**src/rtl/aes_pkg.sv**
```systemverilog
// ----------------------------------------------------------------------------
// aes_pkg
// Shared constants for the ADSR envelope shaper: segment codes and the
// configuration register map.
// ----------------------------------------------------------------------------
package aes_pkg;

   // Envelope segment codes, carried down the pipeline with each beat
   localparam int SEG_W = 3;
   localparam logic [SEG_W-1:0] SEG_ATTACK  = 3'd0;
   localparam logic [SEG_W-1:0] SEG_DECAY   = 3'd1;
   localparam logic [SEG_W-1:0] SEG_HOLD    = 3'd2;
   localparam logic [SEG_W-1:0] SEG_RELEASE = 3'd3;
   localparam logic [SEG_W-1:0] SEG_ZERO    = 3'd4;

   // Configuration register map
   localparam int CSR_IDX_W = 2;
   localparam logic [CSR_IDX_W-1:0] REG_ATTACK_LEN    = 2'd0;
   localparam logic [CSR_IDX_W-1:0] REG_DECAY_LEN     = 2'd1;
   localparam logic [CSR_IDX_W-1:0] REG_SUSTAIN_LEVEL = 2'd2;
   localparam logic [CSR_IDX_W-1:0] REG_RELEASE_START = 2'd3;

endpackage

```
**src/rtl/adsr_envelope_shaper.sv**
```systemverilog
// Pipeline from start to rsp_valid:
//   one input stage, one segment-select stage, one multiply stage,
//   FRAC_BITS+1 divider stages (one quotient bit each), one output stage.
// Throughput: one time position per cycle; busy is high only during reset.
// Reset: synchronous; clears the pipeline valids and loads the default
//   attack, decay, sustain and release registers. No result stall exists.
// ----------------------------------------------------------------------------
// adsr_envelope_shaper
// ADSR envelope level at a normalized time position: segment select, one
// multiply and a pipelined divide per beat.
// ----------------------------------------------------------------------------
module adsr_envelope_shaper #(
   parameter int FRAC_BITS = 16
) (
   input  logic                          clock,
   input  logic                          reset,
   input  logic                          start,
   output logic                          busy,
   input  logic [FRAC_BITS:0]            req_time_pos,
   output logic                          rsp_valid,
   output logic [FRAC_BITS:0]            rsp_level,
   input  logic                          csr_valid,
   output logic                          csr_ready,
   input  logic [aes_pkg::CSR_IDX_W-1:0] csr_index,
   input  logic [FRAC_BITS:0]            csr_wdata
);

   import aes_pkg::*;

   localparam int W     = FRAC_BITS + 1;
   localparam int NW    = 2 * FRAC_BITS + 1;
   localparam int TAG_W = SEG_W + W;

   localparam logic [W-1:0] ONE         = {1'b1, {FRAC_BITS{1'b0}}};
   localparam logic [W-1:0] ATTACK_RST  = W'(((2 ** FRAC_BITS) + 5) / 10);
   localparam logic [W-1:0] DECAY_RST   = W'(((2 ** FRAC_BITS) + 5) / 10);
   localparam logic [W-1:0] SUSTAIN_RST = W'((7 * (2 ** FRAC_BITS) + 5) / 10);
   localparam logic [W-1:0] RELEASE_RST = W'((8 * (2 ** FRAC_BITS) + 5) / 10);

   // configuration registers
   logic [W-1:0] attack_ff, decay_ff, sustain_ff, release_ff;

   assign csr_ready = 1'b1;
   assign busy      = reset;

   always_ff @(posedge clock) begin
      if (reset) begin
         attack_ff  <= ATTACK_RST;
         decay_ff   <= DECAY_RST;
         sustain_ff <= SUSTAIN_RST;
         release_ff <= RELEASE_RST;
      end else if (csr_valid && csr_ready) begin
         case (csr_index)
            REG_ATTACK_LEN:    attack_ff  <= csr_wdata;
            REG_DECAY_LEN:     decay_ff   <= csr_wdata;
            REG_SUSTAIN_LEVEL: sustain_ff <= csr_wdata;
            REG_RELEASE_START: release_ff <= csr_wdata;
            default: begin
            end
         endcase
      end
   end

   // registers above full scale act as full scale
   logic [W-1:0] a_sat, d_sat, s_sat, r_sat;

   assign a_sat = (attack_ff  > ONE) ? ONE : attack_ff;
   assign d_sat = (decay_ff   > ONE) ? ONE : decay_ff;
   assign s_sat = (sustain_ff > ONE) ? ONE : sustain_ff;
   assign r_sat = (release_ff > ONE) ? ONE : release_ff;

   // stage A: input capture
   logic         va_ff;
   logic [W-1:0] ta_ff;

   always_ff @(posedge clock) begin
      if (reset) begin
         va_ff <= 1'b0;
      end else begin
         va_ff <= start && !busy;
      end
   end

   always_ff @(posedge clock) begin
      ta_ff <= req_time_pos;
   end

   // stage B: segment select and multiplier/divider operands
   logic             vb_ff;
   logic [SEG_W-1:0] seg_b_ff, seg_b_in;
   logic [W-1:0]     opa_b_ff, opa_b_in;
   logic [W-1:0]     opb_b_ff, opb_b_in;
   logic [W-1:0]     den_b_ff, den_b_in;
   logic [W-1:0]     sus_b_ff;
   logic [W-1:0]     diff_ta;

   always_comb begin
      diff_ta  = ta_ff - a_sat;
      seg_b_in = SEG_ZERO;
      opa_b_in = '0;
      opb_b_in = '0;
      den_b_in = ONE;
      if (ta_ff < a_sat) begin
         seg_b_in = SEG_ATTACK;
         opa_b_in = ta_ff;
         opb_b_in = ONE;
         den_b_in = a_sat;
      end else if (diff_ta < d_sat) begin
         seg_b_in = SEG_DECAY;
         opa_b_in = ONE - s_sat;
         opb_b_in = diff_ta;
         den_b_in = d_sat;
      end else if (ta_ff < r_sat) begin
         seg_b_in = SEG_HOLD;
      end else if (ta_ff < ONE) begin
         seg_b_in = SEG_RELEASE;
         opa_b_in = s_sat;
         opb_b_in = ONE - ta_ff;
         den_b_in = ONE - r_sat;
      end
   end

   always_ff @(posedge clock) begin
      if (reset) begin
         vb_ff <= 1'b0;
      end else begin
         vb_ff <= va_ff;
      end
   end

   always_ff @(posedge clock) begin
      seg_b_ff <= seg_b_in;
      opa_b_ff <= opa_b_in;
      opb_b_ff <= opb_b_in;
      den_b_ff <= den_b_in;
      sus_b_ff <= s_sat;
   end

   // stage C: numerator product, never above 2^(2*FRAC_BITS)
   logic             vc_ff;
   logic [NW-1:0]    num_c_ff;
   logic [W-1:0]     den_c_ff;
   logic [TAG_W-1:0] tag_c_ff;
   logic [2*W-1:0]   prod;

   assign prod = opa_b_ff * opb_b_ff;

   always_ff @(posedge clock) begin
      if (reset) begin
         vc_ff <= 1'b0;
      end else begin
         vc_ff <= vb_ff;
      end
   end

   always_ff @(posedge clock) begin
      num_c_ff <= prod[NW-1:0];
      den_c_ff <= den_b_ff;
      tag_c_ff <= {seg_b_ff, sus_b_ff};
   end

   // divide pipeline
   logic             div_valid;
   logic [W-1:0]     div_quo;
   logic [TAG_W-1:0] div_tag;

   aes_div #(
      .FRAC_BITS (FRAC_BITS),
      .TAG_W     (TAG_W)
   ) u_div (
      .clock     (clock),
      .reset     (reset),
      .in_valid  (vc_ff),
      .in_num    (num_c_ff),
      .in_den    (den_c_ff),
      .in_tag    (tag_c_ff),
      .out_valid (div_valid),
      .out_quo   (div_quo),
      .out_tag   (div_tag)
   );

   // output stage: map quotient to level by segment
   logic             rsp_valid_ff;
   logic [W-1:0]     rsp_level_ff, level_in;
   logic [SEG_W-1:0] seg_o;
   logic [W-1:0]     sus_o;

   assign seg_o = div_tag[TAG_W-1:W];
   assign sus_o = div_tag[W-1:0];

   always_comb begin
      case (seg_o)
         SEG_ATTACK:  level_in = div_quo;
         SEG_DECAY:   level_in = ONE - div_quo;
         SEG_HOLD:    level_in = sus_o;
         SEG_RELEASE: level_in = div_quo;
         default:     level_in = '0;
      endcase
   end

   always_ff @(posedge clock) begin
      if (reset) begin
         rsp_valid_ff <= 1'b0;
      end else begin
         rsp_valid_ff <= div_valid;
      end
   end

   always_ff @(posedge clock) begin
      rsp_level_ff <= level_in;
   end

   assign rsp_valid = rsp_valid_ff;
   assign rsp_level = rsp_level_ff;

endmodule

```
**src/rtl/aes_div.sv**
```systemverilog
// ----------------------------------------------------------------------------
// aes_div
// Pipelined restoring divider, one quotient bit per stage. The numerator is
// known to give a quotient of FRAC_BITS+1 bits at most, so the upper bits
// seed the partial remainder. A tag rides along with each beat.
// ----------------------------------------------------------------------------
module aes_div #(
   parameter int FRAC_BITS = 16,
   parameter int TAG_W     = 20
) (
   input  logic                   clock,
   input  logic                   reset,
   input  logic                   in_valid,
   input  logic [2*FRAC_BITS:0]   in_num,
   input  logic [FRAC_BITS:0]     in_den,
   input  logic [TAG_W-1:0]       in_tag,
   output logic                   out_valid,
   output logic [FRAC_BITS:0]     out_quo,
   output logic [TAG_W-1:0]       out_tag
);

   localparam int W      = FRAC_BITS + 1;
   localparam int NW     = 2 * FRAC_BITS + 1;
   localparam int STAGES = W;

   // per-stage pipeline registers
   logic                 vld_ff [STAGES];
   logic [FRAC_BITS-1:0] rem_ff [STAGES];
   logic [W-1:0]         nq_ff  [STAGES];   // numerator bits out the top, quotient in
   logic [W-1:0]         den_ff [STAGES];
   logic [TAG_W-1:0]     tag_ff [STAGES];

   for (genvar k = 0; k < STAGES; k++) begin : g_step
      logic                 vld_src;
      logic [FRAC_BITS-1:0] rem_src;
      logic [W-1:0]         nq_src;
      logic [W-1:0]         den_src;
      logic [TAG_W-1:0]     tag_src;
      logic [W-1:0]         trial;
      logic [W-1:0]         diff;
      logic                 ge;
      logic [FRAC_BITS-1:0] rem_in;
      logic [W-1:0]         nq_in;

      // stage source: the input port for the first step, else the prior stage
      if (k == 0) begin : g_first
         assign vld_src = in_valid;
         assign rem_src = in_num[NW-1:W];
         assign nq_src  = in_num[W-1:0];
         assign den_src = in_den;
         assign tag_src = in_tag;
      end else begin : g_next
         assign vld_src = vld_ff[k-1];
         assign rem_src = rem_ff[k-1];
         assign nq_src  = nq_ff[k-1];
         assign den_src = den_ff[k-1];
         assign tag_src = tag_ff[k-1];
      end

      // one restoring step: shift in next bit, subtract if it fits
      always_comb begin
         trial  = {rem_src, nq_src[W-1]};
         ge     = (trial >= den_src);
         diff   = trial - den_src;
         rem_in = ge ? diff[FRAC_BITS-1:0] : trial[FRAC_BITS-1:0];
         nq_in  = {nq_src[W-2:0], ge};
      end

      always_ff @(posedge clock) begin
         if (reset) begin
            vld_ff[k] <= 1'b0;
         end else begin
            vld_ff[k] <= vld_src;
         end
      end

      always_ff @(posedge clock) begin
         rem_ff[k] <= rem_in;
         nq_ff[k]  <= nq_in;
         den_ff[k] <= den_src;
         tag_ff[k] <= tag_src;
      end
   end

   assign out_valid = vld_ff[STAGES-1];
   assign out_quo   = nq_ff[STAGES-1];
   assign out_tag   = tag_ff[STAGES-1];

endmodule

```
**config.mk**
```make
export PLATFORM = sky130hd
export DESIGN_NAME = adsr_envelope_shaper
export DESIGN_NICKNAME = d
export VERILOG_FILES = /design/src/rtl/aes_pkg.sv /design/src/rtl/adsr_envelope_shaper.sv /design/src/rtl/aes_div.sv
export SDC_FILE = /design/constraint.sdc
export NUM_CORES = 2
export LEC_CHECK = 0
export BUFFER_PORTS_ARGS = -buffer_cell sky130_fd_sc_hd__buf_2
export CORE_MARGIN = 10
export CORE_UTILIZATION = 44
export DETAILED_ROUTE_END_ITERATION = 16
export GPL_TIMING_DRIVEN = 0
export PLACE_DENSITY = 0.66
export SLEW_MARGIN = 20
export SYNTH_ARGS = -nofsm -noshare
export SYNTH_HDL_FRONTEND = slang
export SYNTH_SLANG_ARGS = --single-unit
```
**constraint.sdc**
```tcl
create_clock -name clock -period 5.92 [get_ports clock]
set_input_delay 0.296 -clock clock [delete_from_list [all_inputs] [get_ports clock]]
set_output_delay 0.296 -clock clock [all_outputs]
set_load 0.01 [all_outputs]
```
==> results by group <==
Synth
  – #FFs+latches synth: about 1400
  – Mapped Cells: 5619
  – Post-synth EDFFs: 0
  – Synth area leader: dfxtp_1
  – Top post-synthesis cells by area: dfxtp_1, ha_1, fa_1, mux2_2, inv_1
  – Synth async-reset ratio: 0
  – Ys flop type: dfxtp_1
  – Mean area per synthesized cell: 10.6 um^2
  – Post-synth net total: ~6300
  – Post-synth top area share: 0.479
  – Yosys cell types: 78
  – Yosys warns: 0
  – Post-Synthesis Cell Area: between 50000 and 60000 um^2
  – Part of the Yosys area used for sequential elements: 0.479

Detailed routing
  – DRC viols: 0
  – Via count: about 39000
  – Vias per cell: ~5.0
  – Antenna Violating Nets Remaining: 0
  – DR WL/cell: about 17 um
  – Pre-Repair DR Iteration Count: 5
  – Total Wirelength: 132000 um
  – Number of DRC markers in iteration 0: ~2000

Finish
  – Fillers: approximately 12000
  – Layout cells sized above 1: 0.125
  – Reg area: between 20000 and 30000 um^2
  – Finished Cell Area: 68200 um^2
  – Multi-input gate area: approximately 28000 um^2
  – Final nets: 6626
  – Layout Cells excl Fill: approximately 7800
  – Area grow syn2layout: 15.0%

Setup path
  – WP data required: between 6000 and 7000 ps
  – Cells on worst reg2reg path: 19
  – Startpoint types: register
  – Most common cell on crit path: fa_1
  – Maximum fanout along the worst path: 4
  – Worst path slowest cell: fa_1
  – CP Capture Type: register
  – WS Path Type: reg2reg
  – Critical path, cell by cell: buf_4, and2_1, fa_1, fa_1, fa_1, fa_1, fa_1, inv_2, fa_2, inv_2, ha_4, nand4_1, nor3_4, and3_4, a221oi_4, a21bo_2, a311oi_4, mux2i_1, nand3_1
  – FF-to-FF setup slack: -80 ps
  – Worst EP arrival: between 6000 and 7000 ps
  – R2R Path End: num_c_ff[31]
  – Worst R2R Start: opa_b_ff[5]
  – Slowest stage delay, CP: between 600 and 700 ps

Floorplanning
  – Num ports: 60
  – Die Area: about 150000 um^2
  – Initial Util: 0.443
  – Die W: 387 um
  – # rows: roughly 130
  – Core area: 134000 um^2
  – Chip Height: between 300 and 400 um

Clock tree
  – Worst-Skew Late Latency: a little under 800 ps
  – Cts bufs inserted: approximately 130
  – H-tree depth: 4
  – Reg clk slew, reported paths: around 60 ps
  – # clock sinks: 1421
  – CTS tree: yes
  – Clock Tree Root: clkbuf_16
  – Maximum root-to-sink buffer count: 3

Worst hold path
  – Worst min path class: in2reg
  – Hold depth: 4
  – WHS Endpoint: attack_ff[10]
  – Min-delay src: csr_valid

Global route
  – GRT Total Usage: 0.173
  – Total gr overflow: 0
  – Initial antenna violation count: 1
  – First-pass GRT wire length: between 200000 and 250000 um
  – Vias in the first global route: ~40000
  – Maximum number of pins on one net before global-route repair: 18

Place
  – Dpl cells: 7443
  – Dpl hpwl: 100000 um
  – PortBufs: between 50 and 60
  – Pre-CTS WS: -1290 ps
  – Routability congestion estimate: 0.916
  – Area of placed instances: between 60000 and 70000 um^2

Timing
  – Period utilization: 1.01
  – Fin. Hold Viols: 0
  – Worst Max-Slew Pin Slew: 1000 ps
  – Worst hold margin: around 85 ps
  – Clock Skew: around 77 ps
  – Final setup vio count: 1
  – Post-route minimum period: between 6000 and 7000 ps
  – Max Clk Rate: between 150 and 200 MHz
  – Final Max Tran Viols: 0
  – Final worst slack: -80.5 ps
  – RSZ-0062 raised after global routing: yes
  – Setup total negative slack: -80.5 ps
  – Slew margin rel.: 0.325

Power
  – P_leak: ~30 nW
  – PD cells: between 600 and 700 nW/um^2
  – Worst VDD drop: approximately 0.49 mV

Outcome
  – Status: complete, but fails checks
  – Failing checks: negative setup slack

Flow run
  – Total of max-cap violations: 0
-- cell type report --
type,count,area share
sequential,1421,0.419
multi-input combinational,3398,0.414
clock buffer,188,0.0558
inverter,677,0.0373
tap,1768,0.0324
timing repair buffer,150,0.0163
buffer,118,0.0138
clock inverter,51,0.0119
antenna,1,0.0000367
-- synthesized netlist by cell type, drive strengths merged, types with 15 or more instances --
library cell  count
a2111oi          15
or3              49
mux2            234
o21a             61
mux2i            75
or4              18
nand2b           34
and3             27
buf              26
a211oi           42
o21ai           143
a21o             80
a221oi           16
a21oi           219
xor2             65
nor3             91
clkbuf           97
a21boi           16
a22oi            20
nor2            246
o31ai            15
nor4             36
nand3b           38
ha              447
and2            136
or2              16
nand2           471
dfxtp          1421
nand3            57
xnor2           199
fa              240
inv             674
nand4            52
nor2b            92
-- critical path, delay by kind of cell, from the launching register on --
family	cells	cell delay, ps
adder cells (fa/ha/maj)	7	3460
multiplexers	1	220
AND/OR/NAND/NOR	5	950
buffers and inverters	3	250
flip-flops	1	370
AO/OA/AOI/OAI	3	610
-- kinds of logic after synthesis --
group                    synth area share
AO/OA/AOI/OAI                      0.0827
XOR/XNOR                           0.0390
adder cells (fa/ha/maj)             0.175
buffers and inverters              0.0514
flip-flops                          0.479
multiplexers                       0.0571
other                           0.0000632
AND/OR/NAND/NOR                     0.115
-- state kept, by name, summed over array words and instances (netlist names), 3 cells and up --
signal / count
ta_ff: 17
u_div.nq_ff: 289
opb_b_ff: 17
tag_c_ff: 20
u_div.vld_ff: 17
rsp_level: 17
opa_b_ff: 17
seg_b_ff: 3
attack_ff: 17
u_div.den_ff: 272
u_div.tag_ff: 340
release_ff: 17
decay_ff: 17
den_c_ff: 17
sus_b_ff: 17
sustain_ff: 17
u_div.rem_ff: 256
den_b_ff: 17
num_c_ff: 33
-- power by group --
group,switching (W),internal (W)
Combinational,0.0107,0.00959
Clock,0.00374,0.00488
Sequential,0.00146,0.0125
-- layout by cell type, fill, tap and decap left out, types with 80 or more instances in the layout --
| cell type | Yosys | routed |
|---|---|---|
| inv_1 | 674 | 661 |
| nor2_1 | 246 | 245 |
| a21o_1 | 80 | 80 |
| ha_1 | 447 | 437 |
| nor2b_1 | 92 | 91 |
| dfxtp_1 | 1421 | 1389 |
| clkbuf_16 | 0 | 145 |
| clkbuf_1 | 97 | 86 |
| fa_1 | 240 | 230 |
| a21oi_1 | 219 | 211 |
| nor3_1 | 91 | 87 |
| mux2_2 | 234 | 234 |
| nand2_1 | 471 | 469 |
| xnor2_1 | 199 | 198 |
| and2_1 | 135 | 128 |
| o21ai_0 | 142 | 136 |
-- repair_timing --
action	in CTS	in global routing
hold buffers	38	0
endpoints found under the hold margin	86	0
pin swaps	42	44
setup buffers	39	17
resized for setup	214	56
gates cloned	0	0
endpoints found under the setup margin	66	65
-- worst max path at each step --
stage / from / end / slack (ps) / cells past startpoint
floorplan: opa_b_ff[5] / num_c_ff[31] / 6 / 22
global placement: opa_b_ff[8] / num_c_ff[31] / -1210 / 21
detailed placement: opa_b_ff[8] / num_c_ff[31] / -1290 / 21
CTS: opa_b_ff[8] / num_c_ff[31] / -130 / 21
global route: opb_b_ff[7] / num_c_ff[31] / -200 / 21
finish: opa_b_ff[5] / num_c_ff[31] / -80 / 19
-- per-stage QoR --
step,power (W),util
2_1_floorplan,0.0282,-
3_3_place_gp,0.0327,0.462
3_5_place_dp,0.0330,0.462
4_1_cts,0.0428,0.508
5_1_grt,0.0460,0.510
6_report,0.0429,0.510
-- per-layer routing --
layer	wire, um	global-route usage
met5	17	0
met4	6570	0.0867
met3	5600	0.0274
met2	65700	0.309
met1	54400	0.200
Note: power is estimated with default switching activity, not from simulation.
